<file path="src/sv/fae_pkg.sv">
// Shared types and constants of the frame allocator with oldest-load eviction.
package fae_pkg;

    typedef logic [1:0] t_op;
    localparam t_op OP_GET    = 2'd0;
    localparam t_op OP_FREE   = 2'd1;
    localparam t_op OP_SHARE  = 2'd2;
    localparam t_op OP_UNSHARE = 2'd3;

    typedef enum logic [2:0] {
        KIND_GRANT    = 3'd0,
        KIND_NONE     = 3'd1,
        KIND_PAGEOUT  = 3'd2,
        KIND_WRITABLE = 3'd3,
        KIND_ACK      = 3'd4
    } t_kind;

    typedef struct packed {
        t_op        op;
        logic [3:0] requester_pid;
        logic [4:0] frame;
        logic       skip_valid;
    } t_req;

    typedef struct packed {
        t_kind      kind;
        logic [4:0] frame_out;
        logic [3:0] target_pid;
        logic [5:0] free_count;
        logic       last;
    } t_res;

    typedef struct packed {
        logic  load;
        logic  clr;
        logic  scan_start;
        logic  scan;
        logic  take_free;
        logic  take_cand;
        logic  free_set;
        logic  own_load;
        logic  own_step;
        logic  grant;
        logic  add_wr;
        logic  rem_wr;
        logic  emit;
        t_kind emit_kind;
    } t_cmd;

    typedef struct packed {
        logic clr_last;
        logic scan_done;
        logic free_found;
        logic cand_found;
        logic evict;
        logic fr_ok;
        t_op  op;
        logic pid_done;
        logic own_bit;
        logic one_owner;
        logic out_free;
    } t_status;

endpackage

</file>
<file path="src/sv/fae_if.sv">
// Request and result channel interfaces.
interface fae_req_if;
    logic          valid;
    logic          ready;
    fae_pkg::t_req payload;
    modport source (output valid, output payload, input ready);
    modport sink (input valid, input payload, output ready);
endinterface

interface fae_res_if;
    logic          valid;
    logic          ready;
    fae_pkg::t_res payload;
    modport source (output valid, output payload, input ready);
    modport sink (input valid, input payload, output ready);
endinterface

</file>
<file path="src/sv/fae_ram.sv">
// Generic simple dual-port RAM with registered read.
module fae_ram #(
    parameter int WIDTH = 32,
    parameter int DEPTH = 32
) (
    input  logic                     i_clk,
    input  logic                     i_we,
    input  logic [$clog2(DEPTH)-1:0] i_waddr,
    input  logic [WIDTH-1:0]         i_wdata,
    input  logic [$clog2(DEPTH)-1:0] i_raddr,
    output logic [WIDTH-1:0]         o_rdata
);
    logic [WIDTH-1:0] r_mem [DEPTH];
    logic [WIDTH-1:0] r_rdata;

    always_ff @(posedge i_clk) begin
        if (i_we) begin
            r_mem[i_waddr] <= i_wdata;
        end
        r_rdata <= r_mem[i_raddr];
    end

    assign o_rdata = r_rdata;
endmodule

</file>
<file path="src/sv/fae_ctrl.sv">
// Sequencer of the frame allocator.
module fae_ctrl (
    input  logic             i_clk,
    input  logic             i_rst_n,
    input  logic             i_in_valid,
    output logic             o_in_ready,
    input  fae_pkg::t_status i_sts,
    output fae_pkg::t_cmd    o_cmd
);
    typedef enum logic [3:0] {
        ST_CLEAR, ST_IDLE, ST_DISPATCH, ST_SCAN, ST_DECIDE, ST_OWN_RD, ST_OWN_LD,
        ST_PAGEOUT, ST_GRANT, ST_ADD, ST_REM, ST_COUNT, ST_REM_END, ST_ACK, ST_NONE
    } t_state;

    t_state        r_state;
    t_state        n_state;
    fae_pkg::t_cmd n_cmd;

    always_comb begin
        n_state = r_state;
        n_cmd   = '0;
        n_cmd.emit_kind = fae_pkg::KIND_ACK;
        case (r_state)
            ST_CLEAR: begin
                n_cmd.clr = 1'b1;
                if (i_sts.clr_last) begin
                    n_state = ST_IDLE;
                end
            end
            ST_IDLE: begin
                if (i_in_valid) begin
                    n_cmd.load = 1'b1;
                    n_state = ST_DISPATCH;
                end
            end
            ST_DISPATCH: begin
                case (i_sts.op)
                    fae_pkg::OP_GET: begin
                        n_cmd.scan_start = 1'b1;
                        n_state = ST_SCAN;
                    end
                    fae_pkg::OP_FREE: begin
                        n_cmd.free_set = i_sts.fr_ok;
                        n_state = ST_ACK;
                    end
                    default: begin
                        n_state = i_sts.fr_ok ? ST_OWN_RD : ST_ACK;
                    end
                endcase
            end
            ST_SCAN: begin
                if (i_sts.scan_done) begin
                    n_state = ST_DECIDE;
                end else begin
                    n_cmd.scan = 1'b1;
                end
            end
            ST_DECIDE: begin
                if (i_sts.free_found) begin
                    n_cmd.take_free = 1'b1;
                    n_state = ST_OWN_RD;
                end else if (i_sts.cand_found) begin
                    n_cmd.take_cand = 1'b1;
                    n_state = ST_OWN_RD;
                end else begin
                    n_state = ST_NONE;
                end
            end
            ST_OWN_RD: begin
                n_state = ST_OWN_LD;
            end
            ST_OWN_LD: begin
                n_cmd.own_load = 1'b1;
                case (i_sts.op)
                    fae_pkg::OP_GET:   n_state = i_sts.evict ? ST_PAGEOUT : ST_GRANT;
                    fae_pkg::OP_SHARE: n_state = ST_ADD;
                    default:           n_state = ST_REM;
                endcase
            end
            ST_PAGEOUT: begin
                if (i_sts.pid_done) begin
                    n_state = ST_GRANT;
                end else if (!i_sts.own_bit || i_sts.out_free) begin
                    n_cmd.own_step  = 1'b1;
                    n_cmd.emit      = i_sts.own_bit;
                    n_cmd.emit_kind = fae_pkg::KIND_PAGEOUT;
                end
            end
            ST_GRANT: begin
                if (i_sts.out_free) begin
                    n_cmd.grant     = 1'b1;
                    n_cmd.emit      = 1'b1;
                    n_cmd.emit_kind = fae_pkg::KIND_GRANT;
                    n_state = ST_IDLE;
                end
            end
            ST_ADD: begin
                if (i_sts.out_free) begin
                    n_cmd.add_wr = 1'b1;
                    n_cmd.emit   = 1'b1;
                    n_state = ST_IDLE;
                end
            end
            ST_REM: begin
                n_cmd.rem_wr = 1'b1;
                n_state = ST_COUNT;
            end
            ST_COUNT: begin
                if (i_sts.pid_done) begin
                    n_state = ST_REM_END;
                end else begin
                    n_cmd.own_step = 1'b1;
                end
            end
            ST_REM_END: begin
                if (!i_sts.one_owner) begin
                    n_state = ST_ACK;
                end else if (i_sts.out_free) begin
                    n_cmd.emit      = 1'b1;
                    n_cmd.emit_kind = fae_pkg::KIND_WRITABLE;
                    n_state = ST_ACK;
                end
            end
            ST_ACK: begin
                if (i_sts.out_free) begin
                    n_cmd.emit = 1'b1;
                    n_state = ST_IDLE;
                end
            end
            ST_NONE: begin
                if (i_sts.out_free) begin
                    n_cmd.emit      = 1'b1;
                    n_cmd.emit_kind = fae_pkg::KIND_NONE;
                    n_state = ST_IDLE;
                end
            end
            default: begin
                n_state = ST_IDLE;
            end
        endcase
    end

    always_ff @(posedge i_clk) begin
        if (!i_rst_n) begin
            r_state <= ST_CLEAR;
        end else begin
            r_state <= n_state;
        end
    end

    assign o_in_ready = (r_state == ST_IDLE);
    assign o_cmd      = n_cmd;
endmodule

</file>
<file path="src/sv/fae_dp.sv">
// Datapath of the frame allocator: free map, stamp and owner stores, scan and result register.
module fae_dp #(
    parameter int NUM_FRAMES = 32,
    parameter int MAX_PROCS  = 16
) (
    input  logic             i_clk,
    input  logic             i_rst_n,
    input  fae_pkg::t_req    i_req,
    input  logic             i_out_ready,
    output logic             o_out_valid,
    output fae_pkg::t_res    o_out,
    input  fae_pkg::t_cmd    i_cmd,
    output fae_pkg::t_status o_sts
);
    localparam int FW  = $clog2(NUM_FRAMES);
    localparam int IW  = FW + 1;
    localparam int CW  = $clog2(NUM_FRAMES + 1);
    localparam int PW  = $clog2(MAX_PROCS);
    localparam int PIW = PW + 1;

    fae_pkg::t_op      r_op;
    logic [3:0]        r_pid;
    logic [4:0]        r_fr;
    logic              r_skip;
    logic [NUM_FRAMES-1:0] r_free_map;
    logic [CW-1:0]     r_count;
    logic [IW-1:0]     r_idx;
    logic              r_ev_valid;
    logic [FW-1:0]     r_ev_idx;
    logic              r_free_found;
    logic [FW-1:0]     r_free_pick;
    logic              r_cand_found;
    logic [FW-1:0]     r_cand;
    logic [31:0]       r_best;
    logic [FW-1:0]     r_tgt;
    logic              r_evict;
    logic [31:0]       r_stamp_ctr;
    logic [MAX_PROCS-1:0] r_own;
    logic [PIW-1:0]    r_pidx;
    logic [1:0]        r_cnt;
    logic [PW-1:0]     r_only;
    logic              r_out_valid;
    fae_pkg::t_res     r_out;

    logic [31:0]          stamp_rdata;
    logic [MAX_PROCS-1:0] own_rdata;
    logic [MAX_PROCS-1:0] pid_bit;
    logic [FW-1:0]        fr_idx;
    logic [FW-1:0]        waddr;
    logic                 stamp_we;
    logic [31:0]          stamp_wdata;
    logic                 own_we;
    logic [MAX_PROCS-1:0] own_wdata;
    logic                 skipped;
    logic                 out_free;
    logic                 cur_bit;
    fae_pkg::t_res        n_out;

    always_comb begin
        for (int j = 0; j < MAX_PROCS; j++) begin
            pid_bit[j] = (32'(j) == 32'(r_pid));
        end
    end

    assign fr_idx   = FW'(r_fr);
    assign waddr    = i_cmd.clr ? r_idx[FW-1:0] : r_tgt;
    assign stamp_we = i_cmd.clr | i_cmd.grant;
    assign stamp_wdata = i_cmd.clr ? 32'hFFFF_FFFF : r_stamp_ctr;
    assign own_we   = i_cmd.clr | i_cmd.grant | i_cmd.add_wr | i_cmd.rem_wr;
    assign skipped  = r_skip && (32'(r_ev_idx) == 32'(r_fr));
    assign out_free = !r_out_valid || i_out_ready;
    assign cur_bit  = r_own[r_pidx[PW-1:0]];

    always_comb begin
        if (i_cmd.clr) begin
            own_wdata = '0;
        end else if (i_cmd.rem_wr) begin
            own_wdata = r_own & ~pid_bit;
        end else if (i_cmd.grant && r_evict) begin
            own_wdata = pid_bit;
        end else begin
            own_wdata = r_own | pid_bit;
        end
    end

    fae_ram #(.WIDTH(32), .DEPTH(NUM_FRAMES)) u_stamp_ram (
        .i_clk   (i_clk),
        .i_we    (stamp_we),
        .i_waddr (waddr),
        .i_wdata (stamp_wdata),
        .i_raddr (r_idx[FW-1:0]),
        .o_rdata (stamp_rdata)
    );

    fae_ram #(.WIDTH(MAX_PROCS), .DEPTH(NUM_FRAMES)) u_owner_ram (
        .i_clk   (i_clk),
        .i_we    (own_we),
        .i_waddr (waddr),
        .i_wdata (own_wdata),
        .i_raddr (r_tgt),
        .o_rdata (own_rdata)
    );

    always_comb begin
        n_out.kind       = i_cmd.emit_kind;
        n_out.free_count = 6'(r_count);
        n_out.last       = 1'b1;
        case (i_cmd.emit_kind)
            fae_pkg::KIND_GRANT: begin
                n_out.frame_out  = 5'(r_tgt);
                n_out.target_pid = r_pid;
            end
            fae_pkg::KIND_NONE: begin
                n_out.frame_out  = '0;
                n_out.target_pid = '0;
            end
            fae_pkg::KIND_PAGEOUT: begin
                n_out.frame_out  = 5'(r_tgt);
                n_out.target_pid = 4'(r_pidx[PW-1:0]);
                n_out.last       = 1'b0;
            end
            fae_pkg::KIND_WRITABLE: begin
                n_out.frame_out  = r_fr;
                n_out.target_pid = 4'(r_only);
                n_out.last       = 1'b0;
            end
            default: begin
                n_out.frame_out  = r_fr;
                n_out.target_pid = r_pid;
            end
        endcase
    end

    always_ff @(posedge i_clk) begin
        if (!i_rst_n) begin
            r_free_map   <= '1;
            r_count      <= CW'(NUM_FRAMES);
            r_idx        <= '0;
            r_ev_valid   <= 1'b0;
            r_stamp_ctr  <= '0;
            r_out_valid  <= 1'b0;
            r_free_found <= 1'b0;
            r_cand_found <= 1'b0;
            r_evict      <= 1'b0;
        end else begin
            r_ev_valid <= i_cmd.scan;
            if (i_cmd.clr || i_cmd.scan) begin
                r_idx <= r_idx + 1'b1;
            end
            if (i_cmd.scan) begin
                r_ev_idx <= r_idx[FW-1:0];
            end
            if (i_cmd.load) begin
                r_op    <= i_req.op;
                r_pid   <= i_req.requester_pid;
                r_fr    <= i_req.frame;
                r_skip  <= i_req.skip_valid;
                r_tgt   <= FW'(i_req.frame);
                r_evict <= 1'b0;
            end
            if (i_cmd.scan_start) begin
                r_idx        <= '0;
                r_free_found <= 1'b0;
                r_cand_found <= 1'b0;
            end
            if (r_ev_valid) begin
                if (r_free_map[r_ev_idx] && !r_free_found) begin
                    r_free_found <= 1'b1;
                    r_free_pick  <= r_ev_idx;
                end
                if (!skipped && (!r_cand_found || $signed(stamp_rdata) < $signed(r_best))) begin
                    r_cand_found <= 1'b1;
                    r_cand       <= r_ev_idx;
                    r_best       <= stamp_rdata;
                end
            end
            if (i_cmd.take_free) begin
                r_tgt <= r_free_pick;
                r_free_map[r_free_pick] <= 1'b0;
                r_count <= r_count - 1'b1;
            end
            if (i_cmd.take_cand) begin
                r_tgt   <= r_cand;
                r_evict <= 1'b1;
            end
            if (i_cmd.free_set) begin
                r_free_map[fr_idx] <= 1'b1;
                if (!r_free_map[fr_idx]) begin
                    r_count <= r_count + 1'b1;
                end
            end
            if (i_cmd.own_load || i_cmd.rem_wr) begin
                r_own  <= i_cmd.rem_wr ? (r_own & ~pid_bit) : own_rdata;
                r_pidx <= '0;
                r_cnt  <= '0;
            end
            if (i_cmd.own_step) begin
                r_pidx <= r_pidx + 1'b1;
                if (cur_bit) begin
                    r_only <= r_pidx[PW-1:0];
                    if (r_cnt != 2'd2) begin
                        r_cnt <= r_cnt + 1'b1;
                    end
                end
            end
            if (i_cmd.grant) begin
                r_stamp_ctr <= r_stamp_ctr + 1'b1;
            end
            if (i_cmd.emit) begin
                r_out_valid <= 1'b1;
                r_out       <= n_out;
            end else if (i_out_ready) begin
                r_out_valid <= 1'b0;
            end
        end
    end

    assign o_sts.clr_last   = (r_idx[FW-1:0] == FW'(NUM_FRAMES - 1));
    assign o_sts.scan_done  = (r_idx == IW'(NUM_FRAMES));
    assign o_sts.free_found = r_free_found;
    assign o_sts.cand_found = r_cand_found;
    assign o_sts.evict      = r_evict;
    assign o_sts.fr_ok      = (32'(r_fr) < NUM_FRAMES);
    assign o_sts.op         = r_op;
    assign o_sts.pid_done   = (r_pidx == PIW'(MAX_PROCS));
    assign o_sts.own_bit    = cur_bit;
    assign o_sts.one_owner  = (r_cnt == 2'd1);
    assign o_sts.out_free   = out_free;

    assign o_out_valid = r_out_valid;
    assign o_out       = r_out;
endmodule

</file>
<file path="src/sv/frame_allocator_fifo_evict_unit.sv">
// Top level of the frame allocator with oldest-load eviction.
// Channels: i_req takes one request (op, requester pid, frame, skip flag);
// o_res gives its results one by one, the final one marked by last.
// Requests: get, free, add sharer, remove sharer. A get takes the lowest free
// frame, or evicts the oldest-stamped frame and sends a page-out result to
// each of its owners before the grant. Remove sharer may send a make-writable
// result before its acknowledge. Every result carries the free frame count.
// A get scans the stamps one frame a cycle through the stamp RAM read port, and
// walks the owners when it evicts. Remove sharer counts the owners of the frame,
// walking one pid a cycle.
// One request is in work at a time; i_req.ready is high only when idle.
// Reset: a clearing pass writes every stamp and owner entry; i_req.ready stays
// low until it ends. All frames start free.
// Stall: the result register holds while o_res.ready is low and the sequencer
// waits; a request is still accepted while a final result waits.
module frame_allocator_fifo_evict_unit #(
    parameter int NUM_FRAMES = 32,
    parameter int MAX_PROCS  = 16
) (
    input  logic      i_clk,
    input  logic      i_rst_n,
    fae_req_if.sink   i_req,
    fae_res_if.source o_res
);
    fae_pkg::t_cmd    cmd;
    fae_pkg::t_status sts;
    logic             in_ready;

    fae_ctrl u_ctrl (
        .i_clk      (i_clk),
        .i_rst_n    (i_rst_n),
        .i_in_valid (i_req.valid),
        .o_in_ready (in_ready),
        .i_sts      (sts),
        .o_cmd      (cmd)
    );

    fae_dp #(.NUM_FRAMES(NUM_FRAMES), .MAX_PROCS(MAX_PROCS)) u_dp (
        .i_clk       (i_clk),
        .i_rst_n     (i_rst_n),
        .i_req       (i_req.payload),
        .i_out_ready (o_res.ready),
        .o_out_valid (o_res.valid),
        .o_out       (o_res.payload),
        .i_cmd       (cmd),
        .o_sts       (sts)
    );

    assign i_req.ready = in_ready;

    a_emit_room: assert property (@(posedge i_clk) disable iff (!i_rst_n)
        cmd.emit |-> sts.out_free)
        else $error("result written over a waiting result");

    a_accept_quiet: assert property (@(posedge i_clk) disable iff (!i_rst_n)
        (i_req.valid && i_req.ready) |=> !cmd.emit)
        else $error("result issued right after accept");

    a_grant_pick: assert property (@(posedge i_clk) disable iff (!i_rst_n)
        cmd.grant |-> (sts.free_found || sts.cand_found))
        else $error("grant without a chosen frame");
endmodule

</file>
<file path="src/flat_wrapper.sv">
// flat-port wrapper written by rule: the top's interface ports become plain ports
module frame_allocator_fifo_evict_unit_flat 
#(
    parameter int NUM_FRAMES = 32,
    parameter int MAX_PROCS  = 16
)
  (i_clk, i_rst_n, i_req_valid, i_req_payload, i_req_ready, o_res_valid, o_res_payload, o_res_ready);
  fae_req_if i_req_i ();
  fae_res_if o_res_i ();
  input  logic i_clk;
  input  logic i_rst_n;
  input wire logic [$bits(i_req_i.valid)-1:0] i_req_valid;
  input wire logic [$bits(i_req_i.payload)-1:0] i_req_payload;
  output wire logic [$bits(i_req_i.ready)-1:0] i_req_ready;
  output wire logic [$bits(o_res_i.valid)-1:0] o_res_valid;
  output wire logic [$bits(o_res_i.payload)-1:0] o_res_payload;
  input wire logic [$bits(o_res_i.ready)-1:0] o_res_ready;
  assign i_req_i.valid = i_req_valid;
  assign i_req_i.payload = i_req_payload;
  assign i_req_ready = i_req_i.ready;
  assign o_res_valid = o_res_i.valid;
  assign o_res_payload = o_res_i.payload;
  assign o_res_i.ready = o_res_ready;
  frame_allocator_fifo_evict_unit #(.NUM_FRAMES(NUM_FRAMES), .MAX_PROCS(MAX_PROCS)) u_core (.i_clk(i_clk), .i_rst_n(i_rst_n), .i_req(i_req_i), .o_res(o_res_i));
endmodule
</file>
<file path="config.mk">
export PLATFORM = sky130hd
export DESIGN_NAME = frame_allocator_fifo_evict_unit_flat
export DESIGN_NICKNAME = d
export VERILOG_FILES = /design/src/sv/fae_pkg.sv /design/src/sv/fae_if.sv /design/src/sv/fae_ram.sv /design/src/sv/fae_ctrl.sv /design/src/sv/fae_dp.sv /design/src/sv/frame_allocator_fifo_evict_unit.sv /design/src/flat_wrapper.sv
export SDC_FILE = /design/constraint.sdc
export NUM_CORES = 2
export LEC_CHECK = 0
export BUFFER_PORTS_ARGS = -buffer_cell sky130_fd_sc_hd__buf_4
export CAP_MARGIN = 0
export CORE_UTILIZATION = 63
export CTS_CLUSTER_DIAMETER = 80
export DETAILED_ROUTE_END_ITERATION = 16
export GPL_TIMING_DRIVEN = 0
export PLACE_DENSITY = 0.79
export SLEW_MARGIN = 20
export SYNTH_ARGS = -nofsm -noshare
export SYNTH_HDL_FRONTEND = slang
export SYNTH_SLANG_ARGS = --single-unit
</file>
<file path="constraint.sdc">
create_clock -name i_clk -period 5.75 [get_ports i_clk]
set_input_delay 0.8625 -clock i_clk [delete_from_list [all_inputs] [get_ports i_clk]]
set_output_delay 0.8625 -clock i_clk [all_outputs]
set_load 0.005 [all_outputs]
</file>
# Word level (Yosys, flattened, before mapping)
# Memories as Yosys holds them, arrays and structs flattened. A register that Yosys moved wholly into a read port is not among the register bits.
# Cells that the tools add are included.
# Widths: inputs -> output; s select.
[word_totals]
ram_bits = 1536
out_inout_bits = 21
n_memories = 2
mem_bits_ro = 0
latchBits = 0
elab_cells = 229
register_bits = 195
in_bits = 16
[mem_list]
columns = ["memory", "depth", "width", "rd", "rd_ports_with_merged_regs", "wr", "line_no", "rtl"]
rows = [
  ["u_core.u_dp.u_stamp_ram.r_mem", 32, 32, 1, 1, 1, "fae_ram.sv:13", "logic [WIDTH-1:0] r_mem [DEPTH];"],
  ["u_core.u_dp.u_owner_ram.r_mem", 32, 16, 1, 1, 1, "fae_ram.sv:13", ""],
]
[op_classes]
mul = 0
add_sub_neg = 6
n_bitwise = 10
n_eq_ne = 47
shift = 0
div = 0
n_mux = 91
reduce_logical = 38
magnitude_cmp = 7
[ops]
columns = ["op", "count"]
rows = [
  ["$mux 32", 4],
  ["$mux 4", 17],
  ["$mux 16", 4],
  ["$pmux 4 s12", 1],
  ["$mux 1", 40],
  ["$pmux 9 s4", 1],
  ["$add 32x1->32 const B", 1],
  ["$and 32x32->32", 1],
  ["$eq 4x4->1 const A", 8],
  ["$lt 32x32->1", 1],
  ["$not 32->32", 1],
  ["$or 32x32->32", 1],
  ["$mux 5", 6],
  ["$eq 4x4->1 const B", 7],
  ["$lt 5x6->1 const B", 3],
  ["$mux 6", 3],
  ["$and 16x16->16", 1],
  ["$eq 3x4->1 const A", 4],
  ["$eq 4x3->1 const B", 4],
  ["$not 16->16", 1],
  ["$or 16x16->16", 1],
  ["$pmux 4 s2", 2],
  ["$add 6x1->6 const B", 2],
  ["$pmux 3 s4", 1],
  ["40 further kinds", 84],
]

# Longest topological paths before layout
[depth]
ltp_word = 10
depth_mapped = 13

# Cells and area by module
# From an unflattened synthesis, not the netlist that was laid out.
[hier_totals]
cells_unflattened = 4441
hier_area_um2 = 71573.6
[by_module_without_submodules]
columns = ["module", "seq_area_each_um2", "cells_per_inst", "area_per_inst_um2", "instances"]
rows = [
  ["fae_ram at u_core.u_dp.u_stamp_ram", 31390.1, 2260, 40492.6, 1],
  ["fae_ram at u_core.u_dp.u_owner_ram", 15695.1, 1143, 20535.9, 1],
  ["fae_dp", 4924.7, 936, 9858.2, 1],
  ["fae_ctrl", 80.1, 102, 686.9, 1],
]

# Worst setup path before layout
# OpenSTA, ideal clock, no wires.
[synth_timing]
path_kind = "input-to-reg"
from = "input port o_res_ready"
to = "memory u_core.u_dp.u_owner_ram.r_mem[0][8] in the netlist's numbering, data pin"
t_arrival_ps = 3977
path_stages = 11
path_slack_ps = 1300
setup_ps = 473
required_time_ps = 5277
cell_sequence = "nor2b_1 -> clkbuf_1 -> a31oi_1 -> nor4bb_1 -> or3_1 -> buf_6 -> nor3_2 -> and2_0 -> clkbuf_1 -> buf_2 -> o32ai_1"
[synth_via]
elab_chain_cells = 7
[synth_lines]
columns = ["element", "line_no", "rtl"]
rows = [
  ["from (decl)", "flat_wrapper.sv:17", "input wire logic [$bits(o_res_i.ready)-1:0] o_res_ready;"],
  ["$logic_or 1x1->1", "fae_dp.sv:71", "assign out_free = !r_out_valid || i_out_ready;"],
  ["$mux 1", "fae_ctrl.sv:90", "if (i_sts.out_free) begin"],
  ["$mux 1", "fae_ctrl.sv:23", "case (r_state)"],
  ["$logic_and 1x1->1", "fae_dp.sv:79", "end else if (i_cmd.grant && r_evict) begin"],
  ["$mux 16", "fae_dp.sv:79", ""],
  ["$mux 16", "fae_dp.sv:77", "end else if (i_cmd.rem_wr) begin"],
  ["$mux 16", "fae_dp.sv:75", "if (i_cmd.clr) begin"],
  ["via u_core.u_dp.own_wdata[8]", "fae_dp.sv:53", "logic [MAX_PROCS-1:0] own_wdata;"],
  ["to (decl)", "fae_ram.sv:13", ""],
]
# The timed path passes the listed nets, and every way through them passes these cells.

==> results.md <==
Cells and area:
- The non-filler instance count after layout is around 5.3k.
- The number of nets at the end of the flow is roughly 3.7k.
- Leaving out fill and tap cells, the most frequent cells in the layout are edfxtp_1 (1646), mux4_2 (502), clkbuf_16 (173), clkbuf_1 (141), dfxtp_1 (133).
- Relative to the synthesized area, the layout overhead comes to 14.74%.
- Leaving out fill and tap cells, the most frequent cell in the layout is edfxtp_1.
- Cells fill between 70% and 80% of the core in the end.
- Of the cells placed in the final design, the portion with a size suffix greater than 1 is between 20% and 30%.
- The total non-filler cell area in the finished layout is 79990 µm².

Synthesis:
- The post-synthesis cell area is around 70000 µm².
- Synthesis produced a netlist with a net count of 3411.
- Summing the sequential cell areas from Yosys gives approximately three quarters of the chip area.
- The cell type with the highest aggregate area in the netlist is edfxtp_1.
- The count of different cell masters after synthesis is 70.
- Yosys printed 0 warnings.
- In the synthesized netlist the dominant register cell turns out to be edfxtp_1.
- Synthesis inferred roughly 1.8k register bits.
- The async set or reset register ratio after synthesis is 0%.
- The number of synthesized flops with an enable pin is between 1.5k and 2k.
- Synthesis produced around 3.4k cells.
- The share of the synthesized area in the top cell type is around 70%.
- Each instance of the synthesized netlist takes up on average ~21 µm².
- Ranked by total cell area, the synthesized netlist is headed by edfxtp_1 (71%), mux4_2 (16%), dfxtp_1 (3.8%).

Worst setup path:
- The worst register-to-register path has a setup slack of between 0.15 and 0.2 ns.
- The critical setup path kind is register to register.
- The cell type of the slowest stage on the worst timing path is nor2_2.
- The worst setup path is launched from a register.
- The start of the worst register-to-register path is u_core.u_dp.r_pidx[3].
- The number of cells on the worst reg-to-reg path is 9.
- The peak fanout along the critical path is 16.
- The combined buffer and inverter count along the critical path is 2.
- The endpoint arrival time on the critical path is approximately 6 ns.
- The cell class contributing the biggest share of worst-path delay is compound AO/OA/AOI/OAI gates.
- The type of destination of the critical path is a register.
- On the worst path, the slowest cell contributes a delay of about 0.9 ns.
- In this run the critical register-to-register path is captured at u_core.u_dp.u_owner_ram.r_mem[3][13].
- Traced cell by cell, the critical path runs through buf_4 -> mux2i_1 -> a221oi_1 -> a211oi_1 -> a211oi_4 -> inv_1 -> o31ai_1 -> o21ai_2 -> nor2_2.
- The required time of the worst setup path is 6.16 ns.

STA:
- Setup violations remaining at the end of the flow were counted as 0.
- The transition time at the pin with the least slew margin is approximately 1.2 ns.
- The routed design could run at a clock period as short as between 5 and 6 ns.
- The number of endpoints with negative hold slack in the final report is 0.
- The final worst clock skew is approximately 0.053 ns.
- Of the available clock period, the critical path in the final layout requires a little under 100%.
- The final count of pins violating max slew is 0.
- Setup repair after global routing left no endpoint under its margin.
- Based on the critical path, the design can be clocked at up to about 0.18 GHz.
- The worst pin sits at a relative slew slack of about 18%.
- The worst hold slack after final layout is 0.2390 ns.

Routing:
- In this run, the number of DRC markers left after iteration 0 of detailed routing was between 6k and 7k.
- The final routed DRC violation total is 0.
- The total vias in the final route is between 30k and 40k.
- The pre-antenna-repair detailed-routing pass consisted of 8 iterations.
- The detailed-route vias per instance is between 7 and 8.
- The total length of routed wires is between 150 and 200 mm.
- The post-detailed-route wirelength per cell is approximately 36 µm.
- The detail route stage leaves a number of antenna-violating nets equal to 0.

Global route:
- The maximum number of pins on one net before global-route repair is 33.
- For this run the aggregate overflow at the end of global routing stands at 0.
- The global-route usage over all layers is between 30% and 40%.
- The initial antenna violation count is 4.
- The global-route wire length before repair is approximately 270 mm.
- The number of global-route vias before repair is approximately 39k.

Min path:
- The sink of the worst hold path is u_core.u_dp.r_pid[1].
- The class of the tightest hold or removal check is primary input to register.
- The hold path startpoint is i_req_payload[7].
- Counting instances, the worst hold path has a depth of 1.

Placement:
- The count of port buffers added during placement is 36.
- The cell total after placement is approximately 5.0k.
- Detailed placement ended at an HPWL of ~120 mm.
- The final estimated routing congestion in global placement is ~0.89.
- Summing all placed instances gives a cell area of roughly 74000 µm².

Power and ir drop:
- After layout, the design draws a total of 38.87 mW.
- The total power divided by cell area is about 500 nW/µm².
- The maximum vdd ir drop is 0.4143 mV.
- In this run the static leakage power is approximately 25 nW.

CTS:
- The root buffer cell is clkbuf_16.
- The count of buffers added by post-CTS timing repair for setup is 0.
- The H-tree generated during clock tree synthesis spans 4 levels.
- The clock input transition at the sequential cells of the worst setup and hold paths is ~0.060 ns.
- In this run, post-CTS repair resized a total of 0 instances.
- The clock reaches the later pin of the worst-skew pair after roughly 0.80 ns.
- The CTS tree is built.
- The number of buffers created by CTS is between 150 and 200.
- The quantity of hold-fixing buffers added after cts is 0.
- Clock tree synthesis found a total of 1779 sinks.
- The clock tree buffer depth is 3.

Floorplanning:
- The core region is between 100000 and 150000 µm².
- From bottom edge to top edge, the die measures approximately 330 µm.
- In this run the count of I/O pins placed on the die edge is 37.
- The starting utilization of the core area is a little under two thirds.
- The die covers ~110000 µm².
- In this run the horizontal extent of the chip is ~330 µm.
- The placement row count is ~120.

Run status:
- The run finished with clean final reports.

Run:
- The max-capacitance violation count is 0.
==> worst max path at each step <==
stage,from,end,cells past startpoint
finish,u_core.u_dp.r_pidx[3],u_core.u_dp.u_owner_ram.r_mem[3][13],9
global route,u_core.u_dp.r_pidx[3],u_core.u_dp.u_owner_ram.r_mem[3][13],9
CTS,u_core.u_dp.r_pidx[3],u_core.u_dp.u_owner_ram.r_mem[13][4],9
detailed placement,o_res_ready,u_core.u_dp.u_owner_ram.r_mem[0][4],10
global placement,o_res_ready,u_core.u_dp.u_owner_ram.r_mem[18][7],9
floorplan,o_res_ready,u_core.u_dp.u_owner_ram.r_mem[0][8],11
==> worst register-to-register path: stages (launching register included) <==
cell and delay (ns):
edfxtp_1 0.45, buf_4 0.23, mux2i_1 0.16, a221oi_1 0.48, a211oi_1 0.22, a211oi_4 0.83, inv_1 0.56, o31ai_1 0.89
o21ai_2 0.47, nor2_2 0.92
==> power by group <==
group / internal [mW] / switching [mW] / total (mW)
logic: 3.17 / 6.30 / 9.48
registers: 17.7 / 0.387 / 18.1
clock network: 6.37 / 4.94 / 11.3
==> synthesized netlist by cell type, drive strengths merged (3+ instances only) <==
| cell type | n |
|---|---|
| a222oi | 4 |
| nand4 | 21 |
| inv | 56 |
| xnor2 | 15 |
| nor2b | 20 |
| nor2 | 132 |
| nand3 | 33 |
| clkbuf | 119 |
| nor4 | 10 |
| a22o | 5 |
| o21ai | 75 |
| o32ai | 17 |
| nor4b | 3 |
| nand2 | 107 |
| or2 | 6 |
| nor3 | 14 |
| a2111oi | 3 |
| o31ai | 14 |
| nand2b | 51 |
| ha | 39 |
| a211oi | 5 |
| xor2 | 14 |
| or3 | 17 |
| a21o | 9 |
| mux2i | 15 |
| nand3b | 11 |
| buf | 57 |
| o211ai | 26 |
| and4 | 7 |
| or4 | 10 |
| o311ai | 12 |
| a22oi | 4 |
| and2 | 9 |
| a31oi | 8 |
| dfxtp | 133 |
| mux2 | 49 |
| a21oi | 46 |
| mux4 | 502 |
| and3 | 7 |
| or3b | 3 |
| edfxtp | 1646 |
==> state kept, by name, summed over array words and instances, names as in the netlist, 6 cells and up <==
name and flops:
u_core.u_dp.r_idx 6, u_core.u_dp.r_own 16, u_core.u_dp.u_stamp_ram.o_rdata 32, u_core.u_dp.o_out 19, u_core.u_dp.u_owner_ram.o_rdata 16, u_core.u_dp.u_stamp_ram.r_mem 1024
u_core.u_dp.r_stamp_ctr 32, u_core.u_dp.r_free_map 32, u_core.u_dp.r_best 32, u_core.u_dp.r_count 6, u_core.u_dp.u_owner_ram.r_mem 512
==> per-stage QoR <==
stage / setup TNS, ns / worst slack, ns
after floorplan: 0 / 1.300
after global placement: -2057.01 / -1.853
after global routing: 0 / 0.1162
after detailed placement: 0 / 0.1160
final: 0 / 0.1518
after CTS: 0 / 0.3350
==> logic make-up after synthesis <==
kind of cell / count (synthesis) / synth area share (%)
flip-flops: 1779 / 74.72
multiplexers: 566 / 17.22
AND/OR/NAND/NOR: 465 / 3.367
AO/OA/AOI/OAI: 246 / 2.328
buffers and inverters: 232 / 1.294
adder cells (fa/ha/maj): 39 / 0.7000
XOR/XNOR: 29 / 0.3644
==> layer usage <==
metal	vias to the layer above	track usage (%)	part of all wire, %
li1	14580	-	-
met1	19560	44.40	34
met2	3218	57.40	50
met3	624	7.367	11
met4	6	16.92	5.3
met5	-	0	0.022
==> cell type report <==
cell class	instances	area, µm²
Buffer	176	737.0
Sequential cell	1779	52090
Antenna cell	2	5.005
Fill cell	5829	29320
Timing Repair Buffer	132	2049
Clock inverter	90	899.6
Tap cell	1476	1847
Clock buffer	227	4702
Inverter	56	210.2
Multi-Input combinational cell	1345	17450
(Power assumes the default switching activity.)
